## config.mk

```make
export PLATFORM = sky130hd
export DESIGN_NAME = clf_fifo
export DESIGN_NICKNAME = d
export VERILOG_FILES = /design/src/sv/clf_pkg.sv /design/src/sv/clf_fifo.sv
export SDC_FILE = /design/constraint.sdc
export NUM_CORES = 1
export LEC_CHECK = 0
export BUFFER_PORTS_ARGS = -buffer_cell sky130_fd_sc_hd__buf_2
export CAP_MARGIN = 15
export CELL_PAD_IN_SITES_DETAIL_PLACEMENT = 0
export CELL_PAD_IN_SITES_GLOBAL_PLACEMENT = 1
export CORE_MARGIN = 4
export CORE_UTILIZATION = 40
export DETAILED_ROUTE_END_ITERATION = 8
export HOLD_SLACK_MARGIN = 0.02
export PLACE_DENSITY = 0.85
export SLEW_MARGIN = 0
export SYNTH_ARGS = -nofsm -noshare
export SYNTH_HDL_FRONTEND = slang
export SYNTH_SLANG_ARGS = --single-unit
```

## constraint.sdc

```tcl
create_clock -name clk -period 4.5 [get_ports clk]
set_clock_uncertainty 0.2 [all_clocks]
set_input_delay 0.675 -clock clk [delete_from_list [all_inputs] [get_ports clk]]
set_output_delay 0.675 -clock clk [all_outputs]
set_load 0.01 [all_outputs]
```

## src/sv/clf_pkg.sv

```systemverilog
// Shared types and constants for the reclaim client classifier table.
// Holds class codes, command word layout and default sizes.
// No dependencies.
package clf_pkg;

	localparam int CLF_TABLE_ENTRIES = 64;
	localparam int CLF_QUEUE_DEPTH   = 2;
	localparam int CLF_CFG_WIDTH     = 16;
	localparam int CLF_CFG_IDX_WIDTH = 2;

	// Configuration register indexes.
	localparam logic [CLF_CFG_IDX_WIDTH-1:0] REG_SPLIT_ENABLE = 2'd0;
	localparam logic [CLF_CFG_IDX_WIDTH-1:0] REG_DEBUG_SKIP   = 2'd1;
	localparam logic [CLF_CFG_IDX_WIDTH-1:0] REG_HOT_THRESH   = 2'd2;
	localparam logic [CLF_CFG_IDX_WIDTH-1:0] REG_DEFAULT_COST = 2'd3;

	// Client class codes.
	localparam logic [2:0] CLS_COLD  = 3'd0;
	localparam logic [2:0] CLS_ZERO  = 3'd1;
	localparam logic [2:0] CLS_DEF   = 3'd2;
	localparam logic [2:0] CLS_HOT   = 3'd3;
	localparam logic [2:0] CLS_DELAY = 3'd4;
	localparam logic [2:0] CLS_SKIP  = 3'd5;

	localparam logic [15:0] COUNT_MAX = 16'hFFFF;

	typedef enum logic [1:0] {
		OP_DIRECT,
		OP_LOOKUP,
		OP_DEREG
	} op_t;

	// Classified word passed from the front end to the table engine.
	typedef struct packed {
		op_t         op;
		logic [63:0] key;
		logic [15:0] cost;
		logic [2:0]  cls;
		logic        listed;
	} cmd_t;

endpackage

```

## src/sv/clf_fifo.sv

```systemverilog
// Short command queue between the front end and the table engine.
// Depends on clf_pkg for the command word and the queue depth.
module clf_fifo import clf_pkg::*; (
	input  logic clk,
	input  logic arst_n,
	input  logic push,
	input  cmd_t push_cmd,
	output logic full,
	input  logic pop,
	output logic not_empty,
	output cmd_t pop_cmd
);

	localparam int PW = (CLF_QUEUE_DEPTH > 1) ? $clog2(CLF_QUEUE_DEPTH) : 1;
	localparam int CW = $clog2(CLF_QUEUE_DEPTH + 1);

	cmd_t          slot_q [CLF_QUEUE_DEPTH];
	logic [PW-1:0] wr_ptr_q;
	logic [PW-1:0] rd_ptr_q;
	logic [CW-1:0] count_q;

	assign full      = count_q == CW'(CLF_QUEUE_DEPTH);
	assign not_empty = count_q != '0;
	assign pop_cmd   = slot_q[rd_ptr_q];

	function automatic logic [PW-1:0] next_ptr(input logic [PW-1:0] p);
		return (p == PW'(CLF_QUEUE_DEPTH - 1)) ? '0 : p + PW'(1);
	endfunction

	always_ff @(posedge clk) begin
		if (push) begin
			slot_q[wr_ptr_q] <= push_cmd;
		end
	end

	always_ff @(posedge clk or negedge arst_n) begin
		if (!arst_n) begin
			wr_ptr_q <= '0;
			rd_ptr_q <= '0;
			count_q  <= '0;
		end else begin
			if (push) begin
				wr_ptr_q <= next_ptr(wr_ptr_q);
			end
			if (pop) begin
				rd_ptr_q <= next_ptr(rd_ptr_q);
			end
			if (push && !pop) begin
				count_q <= count_q + CW'(1);
			end else if (pop && !push) begin
				count_q <= count_q - CW'(1);
			end
		end
	end

endmodule

```

[Yosys cells after proc, flatten, opt, wreduce, memory -nomap -nowiden]
Memories as Yosys holds them, arrays and structs flattened.
Cells that the tools add are included.
Widths: inputs -> output; s select.
Storage, ports and cells
  output and inout port bits: 88
  memory bits (writable): 172
  memories: 1
  bits in registers: 4
  bits of input ports: 90
Memories
  slot_q: depth 2, bits a word 86, read ports 1, clocked after memory_dff 0, wr ports 1, RTL line clf_fifo.sv:17  | cmd_t slot_q [CLF_QUEUE_DEPTH];
Cells by class
  equality and inequality tests: 1
  mux-type cells: 6
  reduce and logical (&&, ||, !) cells: 6
  add/subtract/negate cells: 4
Operators with widths (count)
  $mux 1: 4
  $mux 2: 2
  $reduce_bool 2->1: 2
  $add 1x1->1 const B: 2
  $add 2x1->2 const B: 1
  $eq 2x2->1 const B: 1
  $logic_and 1x1->1: 2
  $logic_not 1->1: 2
  $sub 2x1->2 const B: 1

[Depth between registers and ports, before layout]
Gate-level depths: netlist (run 1).
  depth after elaboration: 4
  gate-level depth with buffers: 5
  mapped depth without buffers: 5

[Least setup slack after synthesis (run 1)]
Ideal clock, no wire load.
  path type: input to register
  start: input port push
  end: memory slot_q[0][0] (netlist bit), enable pin
  library setup time: 0.541 ns
  stages: 1
  required time: 3.759 ns
  arrival: 4.429 ns
  setup slack: -0.671 ns
  path buffers: 0
  cell sequence: nor2b_1
On the way
  cells in the longest elaborated chain, start to end: 2
Ends and longest elaborated chain
  from (decl): RTL line clf_fifo.sv:6  | input logic push,
  $mux 1: RTL line clf_fifo.sv:31  | if (push) begin
  $mux 1 (implied by the code): RTL line clf_fifo.sv:32  | slot_q[wr_ptr_q] <= push_cmd;
  to (decl): RTL line clf_fifo.sv:17
Every way passes these cells.

==> flow_metrics.env, run 1 <==
export IMPL_firstDrtPassIters=4
export IMPL_mostFrequentLayoutCells="buf_2 (177), edfxtp_1 (172), mux2_2 (56)"
export IMPL_hold_path_class="input pin to flop"
export IMPL_drc=0
export IMPL_antenna_found_initial=1
export IMPL_first_iter_violations=145
export IMPL_dp_slack_ns=1.59
export IMPL_drive_gt1_share_pct=61.6
export IMPL_dp_cells=672
export IMPL_syn_instance_count=284
export IMPL_avgSynthCellArea_sq_um=22.9
export IMPL_fin_setup_tns_ns=0
export IMPL_cts_buffers=17
export IMPL_startpoint_type="flop"
export IMPL_root_buffer="clkbuf_16"
export IMPL_status="finished clean"
export IMPL_num_io_pins=178
export IMPL_post_route_min_period_ns=2.99
export IMPL_grt_pass1_vias=3719
export IMPL_synth_area_sq_mm=0.00652
export IMPL_slowest_stage="dfrtp_4"
export IMPL_critPathRequiredTime_ns=3.62
export IMPL_switching_share_pct=27.9
export IMPL_final_setup_viol_count=0
export IMPL_synth_seq_area_share_pct=80.8
export IMPL_p_int_mw=3.73
export IMPL_routed_via_density=4.64
export IMPL_synthToLayoutAreaGrowth_pct=26.8
export IMPL_place_congestion=0.689
export IMPL_drv_cap=0
export IMPL_ant_nets=0
export IMPL_r2r_start="wr_ptr_q$_DFFE_PN0P_"
export IMPL_dp_hpwl_mm=8.06
export IMPL_antenna_cells=0
export IMPL_grt_max_degree=83
export IMPL_power_density_mw_per_mm2=627
export IMPL_wl_mm=12.0
export IMPL_grt_pass1_wl_mm=18.7
export IMPL_end_kind="output pin"
export IMPL_switchingPower_mw=1.45
export IMPL_insertion_delay_ns=0.41
export IMPL_slew_headroom_pct=36.8
export IMPL_fp_dieH_microns=136
export IMPL_ir_drop_mv=0.371
export IMPL_wl_per_cell_microns=17.0
export IMPL_placementRows=46
export IMPL_setup_slack_ns=1.51
export IMPL_worstPathArrival_ns=2.12
export IMPL_die_area_sq_mm=0.0184
export IMPL_grt_overflow_total=0
export IMPL_final_max_slew_violation_count=0
export IMPL_ys_types=14
export IMPL_start_util_pct=40.9
export IMPL_route_vias_total=3274
export IMPL_cp_cell_sequence="buf_16 > mux2_2 > buf_2"
export IMPL_rsz0062_at_grt="false"
export IMPL_postCtsSetupRepairBufs=0
export IMPL_tightest_slew_ns=0.947
export IMPL_min_period_over_period_pct=66.6
export IMPL_crit_start="rd_ptr_q$_DFFE_PN0P_"
export IMPL_hold_viol_final=0
export IMPL_cpPeakStageDelay_ns=0.79
export IMPL_ctsLongestPathBuffers=2
export IMPL_nets=568
export IMPL_ctsHtreeMaxLevel=4
export IMPL_p_total_mw=5.18
export IMPL_core_sq_mm=0.0159
export IMPL_max_freq_ghz=0.334
export IMPL_ys_ff_latch=176
export IMPL_crit_type="flop to output pin"
export IMPL_p_seq_share_pct=45.1
export IMPL_hold_start="push_cmd[15]"
export IMPL_gr_usage_all_layers_pct=13.4
export IMPL_cts_sinks=176
export IMPL_fin_cells=706
export IMPL_combPwrFrac_pct=27.9
export IMPL_synth_nets=375
export IMPL_final_common_cell="buf_2"
export IMPL_worstPathMaxFanout=49
export IMPL_port_buffers=177
export IMPL_die_x_microns=136
export IMPL_yosysWarnings=0
export IMPL_cts_tree="yes"
export IMPL_clkTransAtPathRegs_ns=0.06
export IMPL_clkPwrFrac_pct=27.0
export IMPL_p_leak_nw=3.19
[logic make-up (layout without fill, tap and decap cells)]
logic type,Yosys count,count (layout),synth area share (%)
mux,86,86,16.6
simple gates,5,5,0.442
fa+ha+maj,1,1,0.192
buf+inv,11,217,1.31
xor+xnor,5,5,0.672
flops,176,176,80.8
[metrics by stage]
step / utilization (%) / hold slack (ns) / instance area [sq um]
final: 51.8 / 0.244 / 8260
after global routing: 51.8 / 0.217 / 8260
after CTS: 51.6 / 0.217 / 8230
after detailed placement: 48.0 / 0.285 / 7650
after global placement: 48.0 / 0.268 / 7650
after floorplan: - / 0.179 / 6520
[path summary, 6_finish.rpt]
check	to	slack [ns]	depth (start not counted)
worst min-delay path	slot_q[0][15]$_DFFE_PP_	0.24	1
worst max-delay path	pop_cmd[11]	1.51	3
worst min register to register	count_q[1]$_DFFE_PN0P_	0.31	1
min in group asynchronous	count_q[1]$_DFFE_PN0P_	0.41	2
max in group asynchronous	rd_ptr_q$_DFFE_PN0P_	3.55	2
worst max register to register	slot_q[1][66]$_DFFE_PP_	2.33	2
[worst max-delay path: cells and delay by family (launching register included)]
kind,cells,cell delay (ns)
DFF,1,0.79
buffers and inverters,2,0.47
muxes,1,0.39
[area by class of cell]
| cell class | count | area [sq um] |
|---|---|---|
| Fill cell | 1299 | 7680 |
| Timing Repair Buffer | 184 | 973 |
| Clock buffer | 18 | 429 |
| Multi-Input combinational cell | 97 | 1180 |
| Sequential cell | 176 | 5270 |
| Clock inverter | 14 | 140 |
| Tap cell | 216 | 270 |
| Inverter | 1 | 3.75 |
[flip-flops by register name (all words and copies together), names as in the netlist]
signal and cells:
wr_ptr_q 1, slot_q 172, rd_ptr_q 1, count_q 2
[cell usage after synthesis]
master / number / area share, %
edfxtp_1: 172 / 79
nor2b_1: 2 / 0.19
buf_2: 5 / 0.38
inv_1: 1 / 0.058
xnor2_1: 1 / 0.13
nor2_1: 1 / 0.058
mux2_2: 56 / 9.7
or2_2: 1 / 0.096
xor2_1: 4 / 0.54
dfrtp_1: 4 / 1.5
ha_1: 1 / 0.19
buf_6: 5 / 0.86
and2_1: 1 / 0.096
mux2_4: 30 / 6.9
[per-layer routing]
layer,GRT usage [%],vias to the layer above,wire [microns]
met3,4.68,23,863
met4,6.05,2,205
met1,14.8,1619,4500
met5,0,-,13
li1,-,1512,-
met2,23.3,118,6390
[timing repair]
action	4_1_cts	5_1_grt
resized for setup	0	0
hold buffers	1	0
endpoints found under the hold margin	4	0
[power by group through the flow]
stage | clock network, mW | registers [mW] | logic [mW]
6_report | 1.40 | 2.33 | 1.44
4_1_cts | 1.44 | 2.43 | 1.37
2_1_floorplan | 0 | 2.29 | 1.02
3_3_place_gp | 0 | 2.43 | 1.35
3_5_place_dp | 0 | 2.46 | 1.37
5_1_grt | 1.52 | 2.37 | 1.56
(Power assumes the default switching activity.)
==> inputs of run 2 (changes only) <==
- clock period: 4.5 -> 2.6 ns (I/O delays scaled with it)
==> flow_metrics.env, run 2 (synthesized netlist as in run 1, its figures left out) <==
export IMPL_status="finished clean"
export IMPL_startpoint_type="flop"
export IMPL_grt_max_degree=88
export IMPL_antenna_cells=0
export IMPL_worstPathMaxFanout=87
export IMPL_synthToLayoutAreaGrowth_pct=40.6
export IMPL_n_fill_cell=1207
export IMPL_worstPathArrival_ns=1.86
export IMPL_rr_worst_depth=2
export IMPL_ant_nets=0
export IMPL_grt_pass1_wl_mm=19.9
export IMPL_gr_usage_all_layers_pct=14.2
export IMPL_hold_path_class="input pin to asynchronous set/reset pin"
export IMPL_crit_type="flop to output pin"
export IMPL_tightest_slew_ns=0.549
export IMPL_drv_cap=0
export IMPL_grt_overflow_total=0
export IMPL_die_x_microns=136
export IMPL_antenna_found_initial=0
export IMPL_route_vias_total=3620
export IMPL_slew_headroom_pct=63.4
export IMPL_core_sq_mm=0.0159
export IMPL_largest_register="slot_q"
export IMPL_drive_gt1_share_pct=51.6
export IMPL_clkTransAtPathRegs_ns=0.06
export IMPL_place_congestion=0.729
export IMPL_p_leak_nw=3.56
export IMPL_cts_repair_resized=0
export IMPL_final_common_cell="buf_2"
export IMPL_cts_tree="yes"
export IMPL_reg_top3="slot_q x172, count_q x2"
export IMPL_post_route_min_period_ns=2.45
export IMPL_power_density_mw_per_mm2=998
export IMPL_start_util_pct=40.9
export IMPL_placementRows=46
export IMPL_num_io_pins=178
export IMPL_slowest_stage="buf_12"
export IMPL_critPathRequiredTime_ns=2.01
export IMPL_ctsLongestPathBuffers=2
export IMPL_final_setup_viol_count=0
export IMPL_ir_drop_mv=0.544
export IMPL_fp_dieH_microns=136
export IMPL_final_max_slew_violation_count=0
export IMPL_max_freq_ghz=0.408
export IMPL_port_buffers=177
export IMPL_wl_per_cell_microns=16.2
export IMPL_cts_sinks=176
export IMPL_firstDrtPassIters=4
export IMPL_setup_slack_ns=0.150
export IMPL_cpPeakStageDelay_ns=0.42
export IMPL_first_iter_violations=157
export IMPL_insertion_delay_ns=0.41
export IMPL_end_kind="output pin"
export IMPL_dp_hpwl_mm=7.88
export IMPL_mostFrequentLayoutCells="buf_2 (177), edfxtp_1 (172), dlygate4sd3_1 (89)"
export IMPL_hold_buffers=89
export IMPL_dp_slack_ns=0.569
export IMPL_rsz0062_at_grt="false"
export IMPL_r2r_start="wr_ptr_q$_DFFE_PN0P_"
export IMPL_rrSetupSlack_ns=1.00
export IMPL_ctsHtreeMaxLevel=4
export IMPL_fin_setup_tns_ns=0
export IMPL_r2r_end="slot_q[1][53]$_DFFE_PP_"
export IMPL_routed_via_density=4.57
export IMPL_drc=0
export IMPL_cts_buffers=17
export IMPL_wl_mm=12.8
export IMPL_nets=655
export IMPL_min_period_over_period_pct=94.2
export IMPL_grt_pass1_vias=4027
export IMPL_largest_register_ffs=172
export IMPL_hold_viol_final=0
export IMPL_die_area_sq_mm=0.0184
export IMPL_cp_cell_sequence="buf_12 > mux2_2 > buf_2"
export IMPL_root_buffer="clkbuf_16"
export IMPL_postCtsSetupRepairBufs=0
run 2: cell count changes in the layout (fill, tap and decap cells not counted):
| cell | previous run | this run |
|---|---|---|
| clkbuf_1 | 1 | 3 |
| dlygate4sd3_1 | 1 | 89 |
| inv_6 | 3 | 1 |
| bufinv_16 | 2 | 3 |
| buf_4 | 4 | 1 |
| buf_16 | 1 | 0 |
| clkinv_4 | 1 | 2 |
| clkinvlp_4 | 3 | 1 |
| buf_12 | 1 | 4 |
| clkinv_1 | 2 | 3 |
| clkinv_2 | 3 | 1 |
run 2: power by group:
| part | switching, mW | leakage [nW] | internal (mW) | total [mW] |
|---|---|---|---|---|
| sequential | 0.140 | 1.66 | 3.77 | 3.91 |
| clock | 0.990 | 0.277 | 1.50 | 2.49 |
| combinational | 1.38 | 1.63 | 1.36 | 2.74 |
run 2: critical path, delay by kind of cell, from the launching register on:
| kind | cells | cell delay, ns |
|---|---|---|
| buf+inv | 2 | 0.56 |
| mux | 1 | 0.41 |
| flops | 1 | 0.41 |
run 2: worst max-delay path by stage:
| stage | start | endpoint | slack (ns) | cells past startpoint |
|---|---|---|---|---|
| 6_report | rd_ptr_q$_DFFE_PN0P_ | pop_cmd[70] | 0.15 | 3 |
| 5_1_grt | rd_ptr_q$_DFFE_PN0P_ | pop_cmd[65] | 0.07 | 3 |
| 4_1_cts | rd_ptr_q$_DFFE_PN0P_ | pop_cmd[70] | 0.11 | 3 |
| 3_5_place_dp | rd_ptr_q$_DFFE_PN0P_ | pop_cmd[70] | 0.57 | 3 |
| 3_3_place_gp | rd_ptr_q$_DFFE_PN0P_ | pop_cmd[70] | 0.58 | 3 |
| 2_1_floorplan | wr_ptr_q$_DFFE_PN0P_ | slot_q[0][0]$_DFFE_PP_ | 0.28 | 1 |
run 2: area by class of cell:
cell class,instances,area [sq um],share of cell area (%)
multi-input cells,97,1180,12.8
repair buffers,271,1860,20.4
clock inverters,11,140,1.53
well taps,216,270,2.95
clock buffers,20,437,4.77
flip-flops and latches,176,5270,57.5
inverters,1,3.75,0.0410
run 2: routing by layer:
metal / up-vias / global-route usage (%) / wire, microns
met5: - / 0 / 0
met3: 22 / 4.49 / 838
met4: 0 / 5.94 / 246
li1: 1681 / - / -
met1: 1783 / 16.0 / 5090
met2: 134 / 25.0 / 6660
run 2: per-stage QoR:
step / cells / hold slack (ns) / cell area [sq um] / util [%] / power [mW]
after floorplan: 284 / -0.106 / 6530 / - / 5.70
after global placement: 672 / -0.00110 / 7690 / 48.2 / 6.59
after CTS: 792 / 0.101 / 9160 / 57.5 / 9.27
final: 792 / 0.115 / 9160 / 57.5 / 9.14
after global routing: 792 / 0.103 / 9160 / 57.5 / 9.58
after detailed placement: 672 / -0.00140 / 7690 / 48.2 / 6.65
