File: src/sv/clf_pkg.sv
// Shared types and constants for the reclaim client classifier table.
// Holds class codes, command word layout and default sizes.
// No dependencies.
package clf_pkg;

	localparam int CLF_TABLE_ENTRIES = 64;
	localparam int CLF_QUEUE_DEPTH   = 2;
	localparam int CLF_CFG_WIDTH     = 16;
	localparam int CLF_CFG_IDX_WIDTH = 2;

	// Configuration register indexes.
	localparam logic [CLF_CFG_IDX_WIDTH-1:0] REG_SPLIT_ENABLE = 2'd0;
	localparam logic [CLF_CFG_IDX_WIDTH-1:0] REG_DEBUG_SKIP   = 2'd1;
	localparam logic [CLF_CFG_IDX_WIDTH-1:0] REG_HOT_THRESH   = 2'd2;
	localparam logic [CLF_CFG_IDX_WIDTH-1:0] REG_DEFAULT_COST = 2'd3;

	// Client class codes.
	localparam logic [2:0] CLS_COLD  = 3'd0;
	localparam logic [2:0] CLS_ZERO  = 3'd1;
	localparam logic [2:0] CLS_DEF   = 3'd2;
	localparam logic [2:0] CLS_HOT   = 3'd3;
	localparam logic [2:0] CLS_DELAY = 3'd4;
	localparam logic [2:0] CLS_SKIP  = 3'd5;

	localparam logic [15:0] COUNT_MAX = 16'hFFFF;

	typedef enum logic [1:0] {
		OP_DIRECT,
		OP_LOOKUP,
		OP_DEREG
	} op_t;

	// Classified word passed from the front end to the table engine.
	typedef struct packed {
		op_t         op;
		logic [63:0] key;
		logic [15:0] cost;
		logic [2:0]  cls;
		logic        listed;
	} cmd_t;

endpackage

File: src/sv/clf_front.sv
// Front end: accepts input words and classifies them into commands.
// Resolves every case that needs no table access. Depends on clf_pkg.
module clf_front import clf_pkg::*; (
	input  logic        in_valid,
	output logic        in_ready,
	input  logic        action,
	input  logic [63:0] client_key,
	input  logic [15:0] reclaim_cost,
	input  logic [5:0]  preset_class,
	input  logic        split_enable,
	input  logic        debug_skip_enable,
	input  logic        q_full,
	output logic        q_push,
	output cmd_t        q_cmd
);

	function automatic logic [2:0] lowest_class(input logic [5:0] mask);
		logic [2:0] c;
		c = CLS_COLD;
		for (int b = 5; b >= 0; b--) begin
			if (mask[b]) begin
				c = 3'(b);
			end
		end
		return c;
	endfunction

	logic [2:0] low_cls;

	assign low_cls  = lowest_class(preset_class);
	assign in_ready = !q_full;
	assign q_push   = in_valid && !q_full;

	always_comb begin
		q_cmd.key    = client_key;
		q_cmd.cost   = reclaim_cost;
		q_cmd.cls    = low_cls;
		q_cmd.listed = 1'b1;
		q_cmd.op     = OP_DIRECT;
		if (action) begin
			q_cmd.op     = OP_DEREG;
			q_cmd.listed = 1'b0;
		end else if (!split_enable) begin
			q_cmd.cls = CLS_COLD;
		end else if (preset_class != 6'd0) begin
			q_cmd.listed = !(low_cls == CLS_SKIP && !debug_skip_enable);
		end else begin
			q_cmd.op = OP_LOOKUP;
		end
	end

endmodule

File: config.mk
export PLATFORM = sky130hd
export DESIGN_NAME = clf_front
export DESIGN_NICKNAME = d
export VERILOG_FILES = /design/src/sv/clf_pkg.sv /design/src/sv/clf_front.sv
export SDC_FILE = /design/constraint.sdc
export NUM_CORES = 1
export LEC_CHECK = 0
export BUFFER_PORTS_ARGS = -buffer_cell sky130_fd_sc_hd__buf_4
export CORE_AREA = 2 2 69 71
export DETAILED_ROUTE_END_ITERATION = 16
export DIE_AREA = 0 0 71 73
export PLACE_DENSITY = 0.65
export SYNTH_ARGS = -nofsm -noshare
export SYNTH_HDL_FRONTEND = slang
export SYNTH_SLANG_ARGS = --single-unit
File: constraint.sdc
create_clock -name vclk -period 0.8
set_input_delay 0.04 -clock vclk [all_inputs]
set_output_delay 0.04 -clock vclk [all_outputs]
set_load 0.005 [all_outputs]
== Word-level counts from Yosys, hierarchy flattened ==
Index checks and enable logic that the tools add are counted.

* Register bits after elaboration: 0
* Output and inout bits: 88

* Eq/ne operators: 1
* Muxes and demuxes: 14
* Reductions and logical operators: 6

{| class="wikitable"
|+ Operators by type and width
! cell !! count
|-
| $mux W3 || 8
|-
| $reduce_bool A6 Y1 || 1
|-
| $mux W1 || 4
|-
| $mux W2 || 2
|-
| $eq A3 B3 Y1 const B || 1
|-
| $logic_not A1 Y1 || 3
|-
| $logic_and A1 B1 Y1 || 2
|}

== Depth between registers and ports, before layout ==
Gate-level depths: netlist (run 1).

* Word-level depth: 12
* Gate-level depth with buffers: 3
* Depth with buffers taken out: 3

== Worst setup path before layout (run 1) ==
No wires, ideal clock.

* Path type: in2out
* Start point: in preset_class[1]
* End point: out q_cmd[0] (netlist name)
* Data arrival time: 0.507 ns
* Setup slack: 0.253 ns
* Cell stages on the path: 3
* Path buffers: 0
* Path through: nor2_2 nand3_2 o31a_1

{| class="wikitable"
|+ RTL lines
! item !! line !! RTL
|-
| start: declaration || clf_front.sv:9 || <nowiki>input logic [5:0] preset_class,</nowiki>
|-
| end: declaration || clf_front.sv:14 || <nowiki>output cmd_t q_cmd</nowiki>
|}

==> results of run 1 <==
[path summary, 6_finish.rpt]
kind                  slack, ps         to       startpoint
worst min-delay path         80  q_cmd[22]    client_key[2]
worst max-delay path         10   q_cmd[0]  preset_class[2]
[cells by family after synthesis]
logic type,after synthesis,synth area share
simple gates,9,0.0831
buf+inv,84,0.856
compound gates,6,0.0606
[layer usage]
layer | track usage | part of all wire | routed length, um
met4 | 0.103 | 0.21 | 284
met5 | 0 | 0 | 0
met3 | 0.0428 | 0.26 | 361
met1 | 0.0272 | 0.19 | 262
met2 | 0.0467 | 0.34 | 476
[layout by cell type (no fill, tap or decap)]
| master | count |
|---|---|
| buf_4 | 20 |
| nor2_1 | 3 |
| inv_1 | 3 |
| buf_6 | 3 |
| nor2_4 | 2 |
| o21ai_0 | 2 |
| nand3_2 | 1 |
| nor4_2 | 1 |
| nor2b_2 | 1 |
| o21bai_2 | 1 |
| a211oi_2 | 1 |
| nor2b_1 | 1 |
| a21oi_1 | 1 |
| o31a_1 | 1 |
| buf_8 | 1 |
[layout make-up]
cell class                      instances  area (sq um)  share of cell area
Timing Repair Buffer                   24           199               0.502
Multi-Input combinational cell         15           119               0.300
Tap cell                               54          67.6               0.170
Inverter                                3          11.3              0.0284
[power groups by stage]
stage | registers, uW | logic, uW | clock network [uW]
finish | 0 | 156 | 0
global route | 0 | 170 | 0
CTS | 0 | 150 | 0
detailed placement | 0 | 135 | 0
global placement | 0 | 134 | 0
floorplan | 0 | 363 | 0
[critical path, stage by stage]
cell,delay [ps]
buf_6,100
nor2_4,100
nand3_2,90
o31a_1,280
buf_4,130
[cell usage after synthesis]
master | n | area, sq um
inv_1 | 3 | 11.3
a21oi_1 | 1 | 5.00
nor2_4 | 1 | 11.3
nand3_2 | 1 | 10.0
a211oi_2 | 1 | 12.5
nor2b_1 | 1 | 6.26
o21bai_1 | 1 | 7.51
nor2b_2 | 1 | 8.76
nor2_1 | 3 | 11.3
nor2_2 | 1 | 6.26
buf_4 | 81 | 608
o31a_1 | 1 | 8.76
o21ai_0 | 2 | 10.0
nor4_1 | 1 | 6.26
[through the flow]
step	hold slack, ps	worst slack, ps	util	cell area [sq um]	TNS (ps)
finish	80.0	12.2	0.0874	397	0
floorplan	99.6	253	-	723	0
global route	80.0	-28.1	0.0874	397	-28.1
global placement	80.0	-56.4	0.0767	348	-57.0
CTS	80.0	-2.00	0.0836	379	-2.00
detailed placement	80.0	-52.2	0.0767	348	-52.2
[what timing repair did]
item,in CTS,in global routing
pin swaps,4,4
setup endpoints to repair,1,3
buffers inserted,1,1
hold buffers,0,0
resized for setup,6,2
==> impl_metrics.env, run 1 <==
export IMPL_flops_and_latches=0
export IMPL_drive_gt1_frac=0.738
export IMPL_grt_pass1_wl_um=1850
export IMPL_drt_wl_total_um=1380
export IMPL_p_per_area_nw_per_um2=392
export IMPL_ant_nets=0
export IMPL_grt_usage=0.0454
export IMPL_arrival_ps=750
export IMPL_grt_pass1_vias=330
export IMPL_n_fill_cell=516
export IMPL_antenna_found_initial=0
export IMPL_tightest_slew_ps=237
export IMPL_setup_viol=0
export IMPL_nets=135
export IMPL_initial_utilization=0.159
export IMPL_p_seq_frac=0
export IMPL_hold_class="in -> out"
export IMPL_gr_total_overflow=0
export IMPL_finalPower_uw=156
export IMPL_post_route_drc_count=0
export IMPL_synthDistinctLibCells=14
export IMPL_dieHeight_um=73
export IMPL_syn_area_per_cell_sq_um=7.30
export IMPL_outcome="finished, final reports clean"
export IMPL_drt_first_pass_iters=2
export IMPL_min_delay_path_depth=0
export IMPL_gp_congestion=0.548
export IMPL_placed_cells=94
export IMPL_hold_viol=0
export IMPL_ir_worst_vdd_mv=0.0671
export IMPL_grt_max_degree=6
export IMPL_ys_seq_area_frac=0
export IMPL_rsz0062_at_grt="yes"
export IMPL_p_comb_frac=1.000
export IMPL_pwr_share_clk=0
export IMPL_fin_crit_ps=788
export IMPL_instances_no_fill=96
export IMPL_rows=25
export IMPL_max_cap_violations=0
export IMPL_intPower_uw=98.7
export IMPL_critPathLaunchType="input port"
export IMPL_worst_setup_path_type="in -> out"
export IMPL_crit_fanout=2
export IMPL_ff_latch_area_sq_um=0
export IMPL_synth_nets=190
export IMPL_routedWlPerCell_um=14.4
export IMPL_maxSlewViolCount=0
export IMPL_swShare=0.366
export IMPL_area_delta_synth_final_pct=-45.2
export IMPL_die_w_um=71
export IMPL_port_buffers=19
export IMPL_io_pins=179
export IMPL_worst_setup_path_end_kind="primary output"
export IMPL_fin_crit_sh=0.985
export IMPL_num_vias=326
export IMPL_via_per_inst=3.40
export IMPL_syn_instance_count=99
export IMPL_clockBufferCount=0
export IMPL_power_switching_uw=56.9
export IMPL_max_freq_mhz=1270
export IMPL_antenna_cells=0
export IMPL_cp_required_ps=760
export IMPL_relSlewSlack=0.841
export IMPL_syn_cell_area_sq_um=723
export IMPL_drtIter0Drc=2
export IMPL_p_leak_uw=0.000169
export IMPL_core_area_sq_um=4540
export IMPL_fp_dieArea_sq_um=5180
export IMPL_synth_warnings=0
No activity file was read; power rests on OpenSTA's default activity.
==> run 2, diff against run 1 <==
--- a/config.mk
+++ b/config.mk
@@ -6,10 +6,12 @@
 export NUM_CORES = 1
 export LEC_CHECK = 0
 export BUFFER_PORTS_ARGS = -buffer_cell sky130_fd_sc_hd__buf_4
+export CAP_MARGIN = 5
 export CORE_AREA = 2 2 69 71
 export DETAILED_ROUTE_END_ITERATION = 16
 export DIE_AREA = 0 0 71 73
 export PLACE_DENSITY = 0.65
+export REMOVE_ABC_BUFFERS = 1
 export SYNTH_ARGS = -nofsm -noshare
 export SYNTH_HDL_FRONTEND = slang
 export SYNTH_SLANG_ARGS = --single-unit
==> impl_metrics.env, run 2 (synthesis results as in run 1) <==
export IMPL_gr_total_overflow=0
export IMPL_rsz0062_at_grt="yes"
export IMPL_antenna_found_initial=0
export IMPL_routedWlPerCell_um=78.1
export IMPL_grt_usage=0.269
export IMPL_max_cap_violations=0
export IMPL_clockBufferCount=0
export IMPL_fin_crit_ps=789
export IMPL_layout_common_cells="buf_4 (18), nor2_1 (3), inv_1 (3), buf_6 (3)"
export IMPL_area_delta_synth_final_pct=-47.9
export IMPL_fp_dieArea_sq_um=5180
export IMPL_cts_hold_buf=0
export IMPL_relSlewSlack=0.790
export IMPL_dieHeight_um=73
export IMPL_drtIter0Drc=23
export IMPL_nets=133
export IMPL_critPathLaunchType="input port"
export IMPL_initial_utilization=0.159
export IMPL_grt_pass1_wl_um=8130
export IMPL_maxSlewViolCount=0
export IMPL_hpwl_um=7210
export IMPL_gp_congestion=0.988
export IMPL_multi_input_area_sq_um=114
export IMPL_via_per_inst=4.26
export IMPL_rows=25
export IMPL_post_route_drc_count=0
export IMPL_worst_setup_path_end_kind="primary output"
export IMPL_ff_latch_area_sq_um=0
export IMPL_hold_viol=0
export IMPL_drt_wl_total_um=7340
export IMPL_num_vias=400
export IMPL_grt_pass1_vias=305
export IMPL_max_freq_mhz=1270
export IMPL_drt_first_pass_iters=4
export IMPL_ir_worst_vdd_mv=0.143
export IMPL_arrival_ps=750
export IMPL_die_w_um=71
export IMPL_ant_nets=0
export IMPL_flops_and_latches=0
export IMPL_outcome="finished, final reports clean"
export IMPL_critPathCapture="q_cmd[0]"
export IMPL_crit_fanout=2
export IMPL_grt_max_degree=6
export IMPL_setup_viol=0
export IMPL_layout_commonest_cell="buf_4"
export IMPL_core_area_sq_um=4540
export IMPL_fin_crit_sh=0.987
export IMPL_finalPower_uw=151
export IMPL_crit_chain="buf_6 -> nor2_4 -> nand3_2 -> o31a_1 -> buf_4"
export IMPL_max_stage_delay_ps=280
export IMPL_port_buffers=19
export IMPL_dpl_cell_area_sq_um=340
export IMPL_hold_class="in -> out"
export IMPL_drive_gt1_frac=0.675
export IMPL_p_leak_uw=0.000163
export IMPL_n_fill_cell=518
export IMPL_worst_setup_path_type="in -> out"
export IMPL_io_pins=179
export IMPL_critical_path_slowest_cell="o31a_1"
export IMPL_p_per_area_nw_per_um2=400
export IMPL_tightest_slew_ps=311
export IMPL_crit_start="preset_class[1]"
export IMPL_antenna_cells=0
export IMPL_fin_area_sq_um=377
export IMPL_cp_required_ps=760
-- run 2: final cells by class --
class | instances | area share
Tap cell | 54 | 0.179
Inverter | 3 | 0.0299
Multi-Input combinational cell | 15 | 0.302
Timing Repair Buffer | 22 | 0.488
-- run 2: timing repair --
item                                    in CTS  in global routing
setup buffers                                1                  0
endpoints found under the setup margin       1                  2
pin swaps                                    4                  4
resized for setup                            5                  2
-- run 2: how the worst min path moves through the flow --
stage / depth (start not counted) / start / to
2_1_floorplan: 0 / reclaim_cost[6] / q_cmd[10]
3_3_place_gp: 0 / reclaim_cost[4] / q_cmd[8]
3_5_place_dp: 0 / reclaim_cost[4] / q_cmd[8]
4_1_cts: 0 / reclaim_cost[4] / q_cmd[8]
5_1_grt: 0 / reclaim_cost[5] / q_cmd[9]
6_report: 0 / reclaim_cost[2] / q_cmd[6]
-- run 2: worst max-delay path, delay by kind of cell --
| family | cells | cell delay [ps] |
|---|---|---|
| compound gates | 1 | 280 |
| simple gates | 2 | 190 |
| buf+inv | 2 | 240 |
-- run 2: per-stage QoR --
step	std cells	hold WS, ps	utilization	worst slack, ps	TNS (ps)
finish	94	80.1	0.0830	10.8	0
global route	94	80.1	0.0830	-11.9	-11.9
CTS	94	80.1	0.0811	-2.49	-2.49
detailed placement	93	80.1	0.0750	-31.5	-31.5
global placement	93	80.1	0.0750	-35.7	-35.7
floorplan	18	80.0	-	253	0
-- run 2: report_power, final --
part / total (uW) / internal [uW] / switching, uW
logic: 151 / 93.4 / 57.4
clock network: 0 / 0 / 0
registers: 0 / 0 / 0
-- run 2: layer usage --
metal	vias to the layer above	track usage	wire (um)
met1	124	0.0387	387
met4	2	0.0314	114
met3	12	0.492	2680
met5	-	0.0303	26
li1	107	-	-
met2	155	0.535	4130
==> run 3, diff against run 2 <==
==> constraint.sdc (replaced) <==
create_clock -name vclk -period 0.8
set_input_delay 0.04 -clock vclk [all_inputs]
set_output_delay 0.04 -clock vclk [all_outputs]
set_load 0.01 [all_outputs]
==> impl_metrics.env, run 3 (synthesis results as in run 1) <==
export IMPL_crit_start="preset_class[1]"
export IMPL_worst_setup_path_end_kind="primary output"
export IMPL_drt_wl_total_um=7350
export IMPL_finalPower_uw=155
export IMPL_crit_fanout=2
export IMPL_num_vias=401
export IMPL_hold_viol=0
export IMPL_drive_gt1_frac=0.692
export IMPL_multi_input_area_sq_um=115
export IMPL_pre_cts_slack_ps=-61.7
export IMPL_setup_viol=1
export IMPL_n_fill_cell=523
export IMPL_rsz0062_at_grt="yes"
export IMPL_tightest_slew_ps=288
export IMPL_initial_utilization=0.159
export IMPL_cp_required_ps=760
export IMPL_layout_common_cells="buf_4 (16), buf_6 (4), nor2_1 (3), inv_1 (3)"
export IMPL_drtIter0Drc=6
export IMPL_max_cap_violations=0
export IMPL_via_per_inst=4.31
export IMPL_critPathLaunchType="input port"
export IMPL_violations="setup timing"
export IMPL_routedWlPerCell_um=79.0
export IMPL_ant_nets=0
export IMPL_ff_latch_area_sq_um=0
export IMPL_clockBufferCount=0
export IMPL_port_buffers=19
export IMPL_setup_tns_ps=-10.3
export IMPL_relSlewSlack=0.806
export IMPL_hold_class="in -> out"
export IMPL_grt_pass1_wl_um=8220
export IMPL_area_delta_synth_final_pct=-48.3
export IMPL_post_route_drc_count=0
export IMPL_flops_and_latches=0
export IMPL_fp_dieArea_sq_um=5180
export IMPL_grt_usage=0.269
export IMPL_outcome="complete, but fails checks"
export IMPL_gp_congestion=0.988
export IMPL_drt_first_pass_iters=4
export IMPL_p_per_area_nw_per_um2=416
export IMPL_antenna_found_initial=0
export IMPL_grt_pass1_vias=336
export IMPL_worst_setup_path_type="in -> out"
export IMPL_ir_worst_vdd_mv=0.109
export IMPL_rows=25
export IMPL_p_leak_uw=0.000156
export IMPL_max_freq_mhz=1230
export IMPL_die_w_um=71
export IMPL_io_pins=179
export IMPL_maxSlewViolCount=0
export IMPL_core_area_sq_um=4540
export IMPL_fin_crit_sh=1.01
export IMPL_utilization=0.0825
export IMPL_fin_crit_ps=810
export IMPL_dieHeight_um=73
export IMPL_antenna_cells=0
export IMPL_layout_commonest_cell="buf_4"
export IMPL_postCtsSetupBuffers=0
export IMPL_grt_max_degree=6
export IMPL_arrival_ps=770
export IMPL_critPathCapture="q_cmd[0]"
export IMPL_whs_ps=80.1
export IMPL_hpwl_um=7230
export IMPL_gr_total_overflow=0
export IMPL_setup_ws_ps=-10.3
export IMPL_nets=132
run 3: cell types whose count changed in the layout (fill, tap and decap cells not counted):
cell / previous run / this run
buf_4: 18 / 16
nor2b_2: 0 / 1
nor4_2: 0 / 1
nor2b_4: 1 / 0
buf_6: 3 / 4
nor4_1: 1 / 0
run 3: final cells by class:
type                       instances  share of cell area
inverter                           3              0.0301
multi-input combinational         15               0.308
tap                               54               0.181
timing repair buffer              21               0.482
run 3: timing repair:
item / in CTS / in global routing
resized for setup: 5 / 3
pin swaps: 4 / 4
hold buffers: 0 / 0
cloned: 0 / 0
endpoints found under the setup margin: 2 / 3
run 3: per-stage QoR:
step           instances  area [sq um]
2_1_floorplan         18           115
5_1_grt               93           374
3_5_place_dp          93           340
4_1_cts               93           360
3_3_place_gp          93           340
6_report              93           374
run 3: critical path: stages:
cell,delay [ps]
buf_8,100
nor2_4,110
nand3_2,100
o31a_1,300
buf_6,130
run 3: power by group:
| part | internal, uW | switching [uW] |
|---|---|---|
| clock network | 0 | 0 |
| registers | 0 | 0 |
| logic | 90.8 | 64.7 |
| total | 90.8 | 64.7 |
run 3: how the worst min path moves through the flow:
stage | startpoint | to | slack (ps) | cells past startpoint
after global placement | reclaim_cost[4] | q_cmd[8] | 80 | 0
final | reclaim_cost[4] | q_cmd[8] | 80 | 0
after CTS | reclaim_cost[4] | q_cmd[8] | 80 | 0
after floorplan | reclaim_cost[6] | q_cmd[10] | 80 | 0
after global routing | reclaim_cost[5] | q_cmd[9] | 80 | 0
after detailed placement | reclaim_cost[4] | q_cmd[8] | 80 | 0
run 3: routing by layer:
| layer | vias up | GRT usage | wire (um) |
|---|---|---|---|
| li1 | 104 | - | - |
| met5 | - | 0.0404 | 0 |
| met4 | 0 | 0.0377 | 128 |
| met3 | 10 | 0.482 | 2670 |
| met2 | 165 | 0.531 | 4120 |
| met1 | 122 | 0.0444 | 427 |
